### config.mk
export PLATFORM = sky130hd
export DESIGN_NAME = vector_difference_norm
export DESIGN_NICKNAME = d
export VERILOG_FILES = /design/src/sv/vdn_pkg.sv /design/src/sv/vector_difference_norm.sv /design/src/sv/vdn_ctrl.sv /design/src/sv/vdn_datapath.sv
export SDC_FILE = /design/constraint.sdc
export NUM_CORES = 2
export LEC_CHECK = 0
export ABC_AREA = 0
export CAP_MARGIN = 5
export CORE_MARGIN = 10
export CORE_UTILIZATION = 65
export CTS_BUF_LIST = sky130_fd_sc_hd__clkbuf_8
export DETAILED_ROUTE_END_ITERATION = 10
export DONT_BUFFER_PORTS = 1
export PLACE_DENSITY_LB_ADDON = 0.08
export RECOVER_POWER = 50
export SKIP_CTS_REPAIR_TIMING = 1
export SLEW_MARGIN = 20
export SYNTH_ARGS = -nofsm -noshare
export SYNTH_HDL_FRONTEND = slang
export SYNTH_HIERARCHICAL = 1
export SYNTH_SLANG_ARGS = --single-unit
export TNS_END_PERCENT = 50
### constraint.sdc
create_clock -name clk -period 13.91 [get_ports clk]
set_input_delay 0.6955 -clock clk [delete_from_list [all_inputs] [get_ports clk]]
set_output_delay 0.6955 -clock clk [all_outputs]
set_load 0.02 [all_outputs]
### src/sv/vdn_pkg.sv
package vdn_pkg;

    // sample and accumulator geometry
    localparam int SAMPLE_BITS = 24;
    localparam int FRAC_BITS   = 16;
    localparam int ACC_BITS    = 64;
    localparam int DIFF_BITS   = SAMPLE_BITS + 1;
    localparam int PROD_BITS   = 2 * SAMPLE_BITS;
    localparam int MODE_BITS   = 3;
    localparam int CFG_IDX_BITS  = 2;
    localparam int CFG_DATA_BITS = MODE_BITS;

    // norm modes, codes above MODE_MIN are unsupported
    localparam logic [MODE_BITS-1:0] MODE_TWO = 3'd0;
    localparam logic [MODE_BITS-1:0] MODE_ONE = 3'd1;
    localparam logic [MODE_BITS-1:0] MODE_MAX = 3'd2;
    localparam logic [MODE_BITS-1:0] MODE_MIN = 3'd3;

    // configuration register indexes
    localparam logic [CFG_IDX_BITS-1:0] REG_NORM_MODE = 2'd0;
    localparam logic [CFG_IDX_BITS-1:0] REG_Y_PRESENT = 2'd1;
    localparam logic [CFG_IDX_BITS-1:0] REG_X_REPEAT  = 2'd2;
    localparam logic [CFG_IDX_BITS-1:0] REG_Y_REPEAT  = 2'd3;

    localparam logic [ACC_BITS-1:0] SAT_MAX = {1'b0, {(ACC_BITS-1){1'b1}}};
    localparam logic [ACC_BITS-1:0] UNSUP_RESULT =
        ACC_BITS'(0) - (ACC_BITS'(1) << FRAC_BITS);
    localparam logic [ACC_BITS-1:0] SQRT_FIRST_BIT = ACC_BITS'(1) << (ACC_BITS - 2);

    typedef struct packed {
        logic signed [SAMPLE_BITS-1:0] x_value;
        logic signed [SAMPLE_BITS-1:0] y_value;
        logic                          last_element;
    } vdn_in_t;

    typedef struct packed {
        logic signed [ACC_BITS-1:0] norm_value;
        logic                       saturated;
    } vdn_out_t;

    // controller to datapath
    typedef struct packed {
        logic load;
        logic mul_en;
        logic fold_en;
        logic sqrt_step;
        logic emit_load;
    } vdn_cmd_t;

    // datapath to controller
    typedef struct packed {
        logic last;
        logic mode_two;
        logic sqrt_last;
        logic out_busy;
    } vdn_status_t;

endpackage

### src/sv/vector_difference_norm.sv
// Streaming norm of x - y over one vector, one element pair per request, in
// fixed point (Q8.16 samples, 64-bit saturating sums, Q.16 result). A request
// passes through accept, multiply and fold into the accumulator, and the
// next one is accepted only after its fold. After the last element the
// output register is loaded; in two-norm mode a digit-by-digit square root
// runs before that, one root bit per cycle. The output register lets the
// result wait for out_ready while the next vector starts; a second finished
// result waits until the first has been taken. Configuration writes take
// effect at once and are meant for idle periods only.
module vector_difference_norm (
    input  logic                                  clk,
    input  logic                                  rst_n,
    input  logic                                  in_valid,
    output logic                                  in_ready,
    input  vdn_pkg::vdn_in_t                      in_data,
    output logic                                  out_valid,
    input  logic                                  out_ready,
    output vdn_pkg::vdn_out_t                     out_data,
    input  logic                                  cfg_we,
    input  logic [vdn_pkg::CFG_IDX_BITS-1:0]      cfg_index,
    input  logic [vdn_pkg::CFG_DATA_BITS-1:0]     cfg_data
);
    import vdn_pkg::*;

    vdn_cmd_t    cmd;
    vdn_status_t status;

    // sequencer
    vdn_ctrl u_ctrl (
        .clk      (clk),
        .rst_n    (rst_n),
        .in_valid (in_valid),
        .in_ready (in_ready),
        .status   (status),
        .cmd      (cmd)
    );

    // arithmetic, configuration and output register
    vdn_datapath u_datapath (
        .clk       (clk),
        .rst_n     (rst_n),
        .in_data   (in_data),
        .out_data  (out_data),
        .out_valid (out_valid),
        .out_ready (out_ready),
        .cfg_we    (cfg_we),
        .cfg_index (cfg_index),
        .cfg_data  (cfg_data),
        .cmd       (cmd),
        .status    (status)
    );

endmodule

### src/sv/vdn_ctrl.sv
module vdn_ctrl (
    input  logic                 clk,
    input  logic                 rst_n,
    input  logic                 in_valid,
    output logic                 in_ready,
    input  vdn_pkg::vdn_status_t status,
    output vdn_pkg::vdn_cmd_t    cmd
);
    import vdn_pkg::*;

    typedef enum logic [4:0] {
        S_IDLE = 5'b00001,
        S_MUL  = 5'b00010,
        S_FOLD = 5'b00100,
        S_SQRT = 5'b01000,
        S_EMIT = 5'b10000
    } state_t;

    state_t state_reg, state_next;

    // next state and commands
    always_comb
    begin
        state_next = state_reg;
        cmd        = '0;
        in_ready   = 1'b0;
        case (state_reg)
            S_IDLE:
            begin
                in_ready = 1'b1;
                cmd.load = in_valid;
                if (in_valid)
                begin
                    state_next = S_MUL;
                end
            end
            S_MUL:
            begin
                cmd.mul_en = 1'b1;
                state_next = S_FOLD;
            end
            S_FOLD:
            begin
                cmd.fold_en = 1'b1;
                if (!status.last)
                begin
                    state_next = S_IDLE;
                end
                else if (status.mode_two)
                begin
                    state_next = S_SQRT;
                end
                else
                begin
                    state_next = S_EMIT;
                end
            end
            S_SQRT:
            begin
                cmd.sqrt_step = 1'b1;
                if (status.sqrt_last)
                begin
                    state_next = S_EMIT;
                end
            end
            S_EMIT:
            begin
                if (!status.out_busy)
                begin
                    cmd.emit_load = 1'b1;
                    state_next    = S_IDLE;
                end
            end
            default:
            begin
                state_next = S_IDLE;
            end
        endcase
    end

    // state register
    always_ff @(posedge clk or negedge rst_n)
    begin
        if (!rst_n)
        begin
            state_reg <= S_IDLE;
        end
        else
        begin
            state_reg <= state_next;
        end
    end

    // a request is taken only when no other item is in flight
    a_load_idle: assert property (@(posedge clk) disable iff (!rst_n)
        cmd.load |=> (state_reg == S_MUL))
        else $error("load did not advance to multiply");

    a_fold_after_mul: assert property (@(posedge clk) disable iff (!rst_n)
        cmd.mul_en |=> cmd.fold_en)
        else $error("fold did not follow multiply");

    a_emit_wait: assert property (@(posedge clk) disable iff (!rst_n)
        (state_reg == S_EMIT) && status.out_busy |=> (state_reg == S_EMIT))
        else $error("result left while output register busy");

endmodule

### src/sv/vdn_datapath.sv
module vdn_datapath (
    input  logic                                  clk,
    input  logic                                  rst_n,
    input  vdn_pkg::vdn_in_t                      in_data,
    output vdn_pkg::vdn_out_t                     out_data,
    output logic                                  out_valid,
    input  logic                                  out_ready,
    input  logic                                  cfg_we,
    input  logic [vdn_pkg::CFG_IDX_BITS-1:0]      cfg_index,
    input  logic [vdn_pkg::CFG_DATA_BITS-1:0]     cfg_data,
    input  vdn_pkg::vdn_cmd_t                     cmd,
    output vdn_pkg::vdn_status_t                  status
);
    import vdn_pkg::*;

    // configuration
    logic [MODE_BITS-1:0] norm_mode_reg;
    logic                 y_present_reg;
    logic                 x_repeat_reg;
    logic                 y_repeat_reg;

    // vector state
    logic [ACC_BITS-1:0]    acc_reg, acc_next;
    logic                   ovf_reg, ovf_next;
    logic                   in_vector_reg;
    logic [SAMPLE_BITS-1:0] first_x_reg;
    logic [SAMPLE_BITS-1:0] first_y_reg;

    // per item pipeline
    logic [SAMPLE_BITS-1:0] mag_reg, mag_next;
    logic [PROD_BITS-1:0]   prod_reg;
    logic                   last_reg;

    // square root
    logic [ACC_BITS-1:0] rem_reg, rem_next;
    logic [ACC_BITS-1:0] root_reg, root_next;
    logic [ACC_BITS-1:0] bit_reg;
    logic [ACC_BITS-1:0] trial;

    // output register
    vdn_out_t out_data_reg;
    logic     out_valid_reg;

    logic [SAMPLE_BITS-1:0] x_eff, y_eff;
    logic [DIFF_BITS-1:0]   diff, diff_neg;
    logic [ACC_BITS-1:0]    addend, sum;
    logic [ACC_BITS-1:0]    result;

    // configuration writes
    always_ff @(posedge clk or negedge rst_n)
    begin
        if (!rst_n)
        begin
            norm_mode_reg <= MODE_TWO;
            y_present_reg <= 1'b1;
            x_repeat_reg  <= 1'b0;
            y_repeat_reg  <= 1'b0;
        end
        else if (cfg_we)
        begin
            case (cfg_index)
                REG_NORM_MODE: norm_mode_reg <= cfg_data;
                REG_Y_PRESENT: y_present_reg <= cfg_data[0];
                REG_X_REPEAT:  x_repeat_reg  <= cfg_data[0];
                REG_Y_REPEAT:  y_repeat_reg  <= cfg_data[0];
                default:       ;
            endcase
        end
    end

    // operand selection and magnitude of the difference
    always_comb
    begin
        x_eff = (x_repeat_reg && in_vector_reg) ? first_x_reg : in_data.x_value;
        y_eff = (y_repeat_reg && in_vector_reg) ? first_y_reg : in_data.y_value;
        if (!y_present_reg)
        begin
            y_eff = '0;
        end
        diff     = {x_eff[SAMPLE_BITS-1], x_eff} - {y_eff[SAMPLE_BITS-1], y_eff};
        diff_neg = DIFF_BITS'(0) - diff;
        mag_next = diff[DIFF_BITS-1] ? diff_neg[SAMPLE_BITS-1:0]
                                     : diff[SAMPLE_BITS-1:0];
    end

    // fold of one magnitude, or of its square in two-norm mode, into the accumulator
    always_comb
    begin
        addend   = (norm_mode_reg == MODE_TWO) ? ACC_BITS'(prod_reg) : ACC_BITS'(mag_reg);
        sum      = acc_reg + addend;
        acc_next = acc_reg;
        ovf_next = ovf_reg;
        case (norm_mode_reg)
            MODE_TWO, MODE_ONE:
            begin
                if (sum[ACC_BITS-1])
                begin
                    acc_next = SAT_MAX;
                    ovf_next = 1'b1;
                end
                else
                begin
                    acc_next = sum;
                end
            end
            MODE_MAX:
            begin
                if (ACC_BITS'(mag_reg) > acc_reg)
                begin
                    acc_next = ACC_BITS'(mag_reg);
                end
            end
            MODE_MIN:
            begin
                if (ACC_BITS'(mag_reg) < acc_reg)
                begin
                    acc_next = ACC_BITS'(mag_reg);
                end
            end
            default: ;
        endcase
    end

    // one digit of the square root
    always_comb
    begin
        trial = root_reg + bit_reg;
        if (rem_reg >= trial)
        begin
            rem_next  = rem_reg - trial;
            root_next = (root_reg >> 1) + bit_reg;
        end
        else
        begin
            rem_next  = rem_reg;
            root_next = root_reg >> 1;
        end
    end

    // result selection
    always_comb
    begin
        case (norm_mode_reg)
            MODE_TWO:                     result = root_reg;
            MODE_ONE, MODE_MAX, MODE_MIN: result = acc_reg;
            default:                      result = UNSUP_RESULT;
        endcase
    end

    // vector state
    always_ff @(posedge clk or negedge rst_n)
    begin
        if (!rst_n)
        begin
            acc_reg       <= '0;
            ovf_reg       <= 1'b0;
            in_vector_reg <= 1'b0;
            first_x_reg   <= '0;
            first_y_reg   <= '0;
        end
        else if (cmd.emit_load)
        begin
            acc_reg       <= '0;
            ovf_reg       <= 1'b0;
            in_vector_reg <= 1'b0;
        end
        else if (cmd.load && !in_vector_reg)
        begin
            first_x_reg   <= in_data.x_value;
            first_y_reg   <= in_data.y_value;
            acc_reg       <= (norm_mode_reg == MODE_MIN) ? SAT_MAX : '0;
            ovf_reg       <= 1'b0;
            in_vector_reg <= 1'b1;
        end
        else if (cmd.fold_en)
        begin
            acc_reg <= acc_next;
            ovf_reg <= ovf_next;
        end
    end

    // item pipeline and root iteration
    always_ff @(posedge clk)
    begin
        if (cmd.load)
        begin
            mag_reg  <= mag_next;
            last_reg <= in_data.last_element;
        end
        if (cmd.mul_en)
        begin
            prod_reg <= PROD_BITS'(mag_reg) * PROD_BITS'(mag_reg);
        end
        if (cmd.fold_en)
        begin
            rem_reg  <= acc_next;
            root_reg <= '0;
            bit_reg  <= SQRT_FIRST_BIT;
        end
        else if (cmd.sqrt_step)
        begin
            rem_reg  <= rem_next;
            root_reg <= root_next;
            bit_reg  <= bit_reg >> 2;
        end
    end

    // output register
    always_ff @(posedge clk or negedge rst_n)
    begin
        if (!rst_n)
        begin
            out_valid_reg <= 1'b0;
        end
        else if (cmd.emit_load)
        begin
            out_valid_reg <= 1'b1;
        end
        else if (out_ready)
        begin
            out_valid_reg <= 1'b0;
        end
    end

    always_ff @(posedge clk)
    begin
        if (cmd.emit_load)
        begin
            out_data_reg.norm_value <= result;
            out_data_reg.saturated  <= ovf_reg &&
                ((norm_mode_reg == MODE_TWO) || (norm_mode_reg == MODE_ONE));
        end
    end

    assign out_data         = out_data_reg;
    assign out_valid        = out_valid_reg;
    assign status.last      = last_reg;
    assign status.mode_two  = (norm_mode_reg == MODE_TWO);
    assign status.sqrt_last = bit_reg[0];
    assign status.out_busy  = out_valid_reg && !out_ready;

    a_acc_bound: assert property (@(posedge clk) disable iff (!rst_n)
        !acc_reg[ACC_BITS-1])
        else $error("accumulator above saturation limit");

    a_no_overwrite: assert property (@(posedge clk) disable iff (!rst_n)
        cmd.emit_load |-> !(out_valid_reg && !out_ready))
        else $error("pending result overwritten");

    a_emit_valid: assert property (@(posedge clk) disable iff (!rst_n)
        cmd.emit_load |=> out_valid_reg && !in_vector_reg && (acc_reg == '0))
        else $error("emit did not present result and clear vector state");

    a_sat_mode: assert property (@(posedge clk) disable iff (!rst_n)
        out_valid_reg && out_data_reg.saturated |->
            ((norm_mode_reg == MODE_TWO) || (norm_mode_reg == MODE_ONE)))
        else $error("saturation flag outside summing modes");

endmodule
== Word level (Yosys, flattened, before mapping) ==
Index checks and enable logic that the tools add are counted.
Widths: inputs -> output; s select.
Word-level totals
  input port bits: 59
  word-level logic and storage cells: 111
  bits in registers: 424
  output and inout port bits: 67
Operators by class
  multiplexer cells: 40
  bitwise gates (word level): 1
  reduce and logical (&&, ||, !) cells: 27
  equal/unequal tests: 14
  add/subtract/negate cells: 6
  order comparisons: 3
  $mul: 1
Operators by type and width (number)
  $mux 64: 9
  $pmux 64 s3: 1
  $pmux 64 s2: 1
  $mux 63: 2
  $mux 24: 4
  $add 63x63->64: 1
  $add 64x63->64: 1
  $add 64x64->64: 1
  $ge 64x64->1: 1
  $gt 24x64->1: 1
  $lt 24x64->1: 1
  $sub 64x64->64: 1
  $mul 24x24->48: 1
  $mux 48: 1
  $mux 5: 5
  $pmux 5 s5: 1
  $sub 24x24->25: 1
  $sub 1x24->24 const A: 1
  $mux 1: 16
  $reduce_and 2->1: 6
  $reduce_bool 3->1: 3
  $reduce_bool 2->1: 4
  $eq 3x2->1 const B: 2
  $reduce_and 3->1: 2
  18 further kinds: 25

== Depth between registers and ports, before layout ==
  depth in word-level cells: 8
  depth in mapped cells: 29
  mapped depth without buffers: 28

== Hierarchy ==
Netlist, hierarchy kept.
By module, submodules not included
  vdn_datapath: sequential area each 10986.8 sq um, times used 1, area each 47747.0 sq um, cells each 5410
  vdn_ctrl: sequential area each 126.4 sq um, times used 1, area each 324.1 sq um, cells each 37

== Worst setup path before layout ==
Ideal clock, no wire load.
  kind: reg-to-reg
  from: reg u_datapath.bit_reg[0]
  to: reg u_datapath.rem_reg[0], enable pin
  cell stages (with the launch flop): 24
  period minus slack after synthesis: 10.064 ns
  path slack: 3.846 ns
  data required time: 13.336 ns
  path buffers: 3
  arrival time: 9.490 ns
  library setup time: 0.574 ns
  cells stage by stage: dfxtp_1 -> ha_1 -> ha_1 -> a21o_1 -> a31o_2 -> a2111oi_2 -> nor3_1 -> o21a_1 -> or4_1 -> a31oi_1 -> nand2b_1 -> xor2_1 -> ha_1 -> and2_1 -> clkbuf_1 -> nand3_1 -> or4_1 -> nor4_1 -> o21ai_1 -> a311oi_2 -> nor2_1 -> buf_6 -> buf_2 -> o21ai_0
On the way
  cells in the longest elaborated chain, start to end: 4
RTL lines
  start: declaration: RTL line vdn_datapath.sv:37  | logic [ACC_BITS-1:0] bit_reg;
  start signal: assignment: RTL line vdn_datapath.sv:204  | bit_reg <= bit_reg >> 2;
  $add 64x63->64: RTL line vdn_datapath.sv:127  | trial = root_reg + bit_reg;
  $ge 64x64->1: RTL line vdn_datapath.sv:128  | if (rem_reg >= trial)
  $reduce_bool 2->1 (no source line)
  $reduce_and 2->1 (no source line)
  end signal: assignment: RTL line vdn_datapath.sv:196  | rem_reg <= acc_next;
  end signal: assignment: RTL line vdn_datapath.sv:202  | rem_reg <= rem_next;
  end: declaration: RTL line vdn_datapath.sv:35  | logic [ACC_BITS-1:0] rem_reg, rem_next;
Every way passes these cells.
A chain may end at the register's enable or synchronous reset.

==> results by group <==
Setup path
  – Cell at the slowest stage of the critical path: clkbuf_1
  – CP delay by family, top: buffers and inverters
  – Cell count along the critical path: 18
  – Buffering stage count on the worst path with inverters included: 3
  – Worst reg-to-reg setup slack: 3.35 ns
  – CP max stage delay: 2.45 ns
  – Endpoint arrival time on the critical path: 11.01 ns
  – Worst setup SP type: flop
  – Crit-path max FO: 53
  – Number of cells traversed by the worst register-to-register path: 18
  – Endpoint type of the worst setup path: flop
  – Category of the critical setup timing path: flop to flop
  – Terminus of the critical flop-to-flop path: u_datapath/rem_reg[56]
  – Critical-path cell list: or3_2, clkbuf_1, inv_1, clkbuf_1, o21ai_0, ha_1, fa_1, a21oi_1, o21ai_0, a41o_1, a32oi_2, o21ai_1, a31oi_2, o31a_1, nand2b_1, o311ai_0, nand3_1, mux2_2
  – Startpoint of the worst register-to-register path: u_datapath/norm_mode_reg[0]
  – Data required time of the critical path: 14.35 ns

Place
  – Placer congestion estimate: 1.03
  – Detail Placement HPWL: 105000 um
  – Port Buf Inserts: 0

CTS
  – Clock Latency Late Sink: 0.72 ns
  – Maximum number of buffers from clock root to sink: 3
  – Clock Sinks: 423
  – Clock tree from TritonCTS: built
  – Number of buffers inserted during clock tree synthesis: 79
  – Clock root buffer master: clkbuf_8
  – Clock transition at the register clock pins on the worst setup and hold paths after CTS: 0.07 ns
  – H-tree Lvls: 3

Timing
  – Minimum clock period: 10.56 ns
  – Setup repair after global routing missed its margin: false
  – Setup clock skew after layout: 0.0872 ns
  – Final slew viol count: 576
  – Maximum clock rate: 94.7 MHz
  – Share of the clock period used by the worst path after layout: 0.760
  – Final Hold Violating Endpoints: 0
  – Transition time at the pin with the least slew margin: 7.24 ns
  – Count of final setup violators: 0
  – Worst slew margin: -3.82
  – Sum of negative setup slack: 0 ns

Routing
  – Total vias in the final route: 39600
  – DRC violation count after routing: 0
  – Number of detailed-route iterations in the first pass: 6
  – Drt initial violations: 3656
  – Number of nets with antenna violations after detailed routing: 0
  – Routed wire length: 137000 um
  – Post-DR wirelength/cell: 21.7 um
  – Vias per inst: 6.25

Global routing
  – Number of global-route vias before repair: 39100
  – Pin count of the biggest net entering global routing: 127
  – Global-route wire length before repair: 217000 um
  – Residual overflow from global routing: 0
  – Initial antenna violation count: 2
  – Total global-route track usage: 0.318

Worst hold path
  – Endpoint of the worst hold path: u_datapath/last_reg
  – Hold Path Class: input port to flop
  – Number of cells on the worst hold path: 0
  – Worst min-delay path startpoint: in_data[0]

Yosys
  – Unique cell type count in the Yosys netlist: 102
  – Post-synthesis cell count: 5447
  – Post-synthesis share of cell area spent on full adders, half adders and majority gates: 0.282
  – Commonest cells in the synthesized netlist: inv_1 (706), nand2_1 (583), fa_1 (425), ha_1 (402), a21oi_1 (328)
  – Sequential share of the synthesized area: 0.231
  – Total number of yosys warnings: 6
  – Fraction of registers with async set or reset after synthesis: 0.298
  – Main combinational cell family by area after synthesis: adder cells
  – Number of flip-flops and latches in the synthesized netlist: 423
  – Synthesized area per cell: 8.83 um^2
  – Number of synthesized flops with an enable pin: 201
  – Top FF cell, synth: edfxtp_1
  – Library cell with the largest summed area after synthesis: fa_1
  – Xor-xnor portion of the synthesized cell area: 0.0521
  – Share of the synthesized area in compound gates (AO/OA/AOI/OAI): 0.178
  – Post-synthesis mux area share: 0.0354
  – Net count after synthesis: 6333
  – Leading post-synthesis cells by cell area: fa_1 (18%), edfxtp_1 (13%), ha_1 (10%)
  – Area share of the largest cell type after synthesis: 0.177
  – Most instantiated library cell after synthesis: inv_1
  – Simple logic cell fraction of the synthesized area: 0.143
  – Post-Syn Area: 0.0481 mm^2

Floorplanning
  – Die X: 292 um
  – Floorplan Core Area: 0.0731 mm^2
  – I/O Pins: 126
  – Die area: 0.0852 mm^2
  – Die height: 292 um
  – Row cnt: 99
  – Initial Util: 0.658

Cells and area
  – Filler instances: 5930
  – Max FFs per register: 65
  – Signed area change from the synthesized netlist to the final layout: 5.14%
  – Fin nets: 6200
  – Fraction of final layout cells with drive strength greater than 1: 0.0677

Run
  – Total of max-cap violations: 10

Run status
  – Status: finished with violations
  – Violated checks: max-capacitance violations, max-slew violations
[cells in the final DEF, fill, tap and decap left out, types with 144 or more instances in the layout]
| master | n |
|---|---|
| a21oi_1 | 328 |
| and2_1 | 144 |
| edfxtp_1 | 201 |
| fa_1 | 425 |
| ha_1 | 402 |
| inv_1 | 724 |
| nand2_1 | 582 |
| nor2_1 | 320 |
| o21ai_0 | 255 |
| xnor2_1 | 162 |
[worst register-to-register path: cells and delay by family (launching register included)]
kind | cells | cell delay, ns
buffers and inverters | 3 | 5.42
AO/OA/AOI/OAI | 9 | 3.11
AND/OR/NAND/NOR | 3 | 0.60
flip-flops | 1 | 0.40
adder cells (fa/ha/maj) | 2 | 0.52
multiplexers | 1 | 0.30
[per-stage QoR]
stage	worst slack (ns)	instances	hold slack, ns	area [um^2]	util
after CTS	5.34	6337	-0.344	50600	0.692
after floorplan	3.85	5447	0.400	48100	-
final	3.35	6342	0.117	50500	0.692
after global placement	5.57	6190	0.403	48700	0.666
after detailed placement	5.36	6190	0.403	48700	0.666
after global routing	2.97	6341	0.0883	50500	0.692
[cells by family after synthesis]
group | Yosys count
flip-flops | 423
AO/OA/AOI/OAI | 1301
multiplexers | 157
XOR/XNOR | 286
AND/OR/NAND/NOR | 1468
adder cells (fa/ha/maj) | 827
buffers and inverters | 985
[layer usage]
metal  wire [um]  track usage  up-vias
li1            -            -    18400
met1       58200        0.435    19200
met2       63000        0.511     1734
met3       11200       0.0484      280
met4        5040        0.114        2
met5          18            0        -
[worst max-delay path by stage]
stage                                            from  slack (ns)                       to
final                     u_datapath/norm_mode_reg[0]        3.35   u_datapath/rem_reg[56]
after global routing      u_datapath/norm_mode_reg[0]        2.97   u_datapath/rem_reg[56]
after CTS                       u_datapath/mag_reg[0]        5.34  u_datapath/prod_reg[44]
after detailed placement        u_datapath/mag_reg[0]        5.36  u_datapath/prod_reg[46]
after global placement          u_datapath/mag_reg[0]        5.57  u_datapath/prod_reg[44]
after floorplan                 u_datapath/bit_reg[0]        3.85    u_datapath/rem_reg[0]
[area by class of cell]
| type | instances | area [um^2] | area share |
|---|---|---|---|
| Inverter | 710 | 2670 | 0.0527 |
| Clock buffer | 94 | 1290 | 0.0256 |
| Sequential cell | 423 | 11100 | 0.220 |
| Timing Repair Buffer | 61 | 408 | 0.00807 |
| Antenna cell | 3 | 7.51 | 0.000149 |
| Clock inverter | 53 | 613 | 0.0121 |
| Multi-Input combinational cell | 4039 | 33200 | 0.658 |
| Tap cell | 959 | 1200 | 0.0237 |
Power is left out: the tool's default activity adds up to more than one toggle a clock period on the data nets, which glitch-free logic cannot reach.
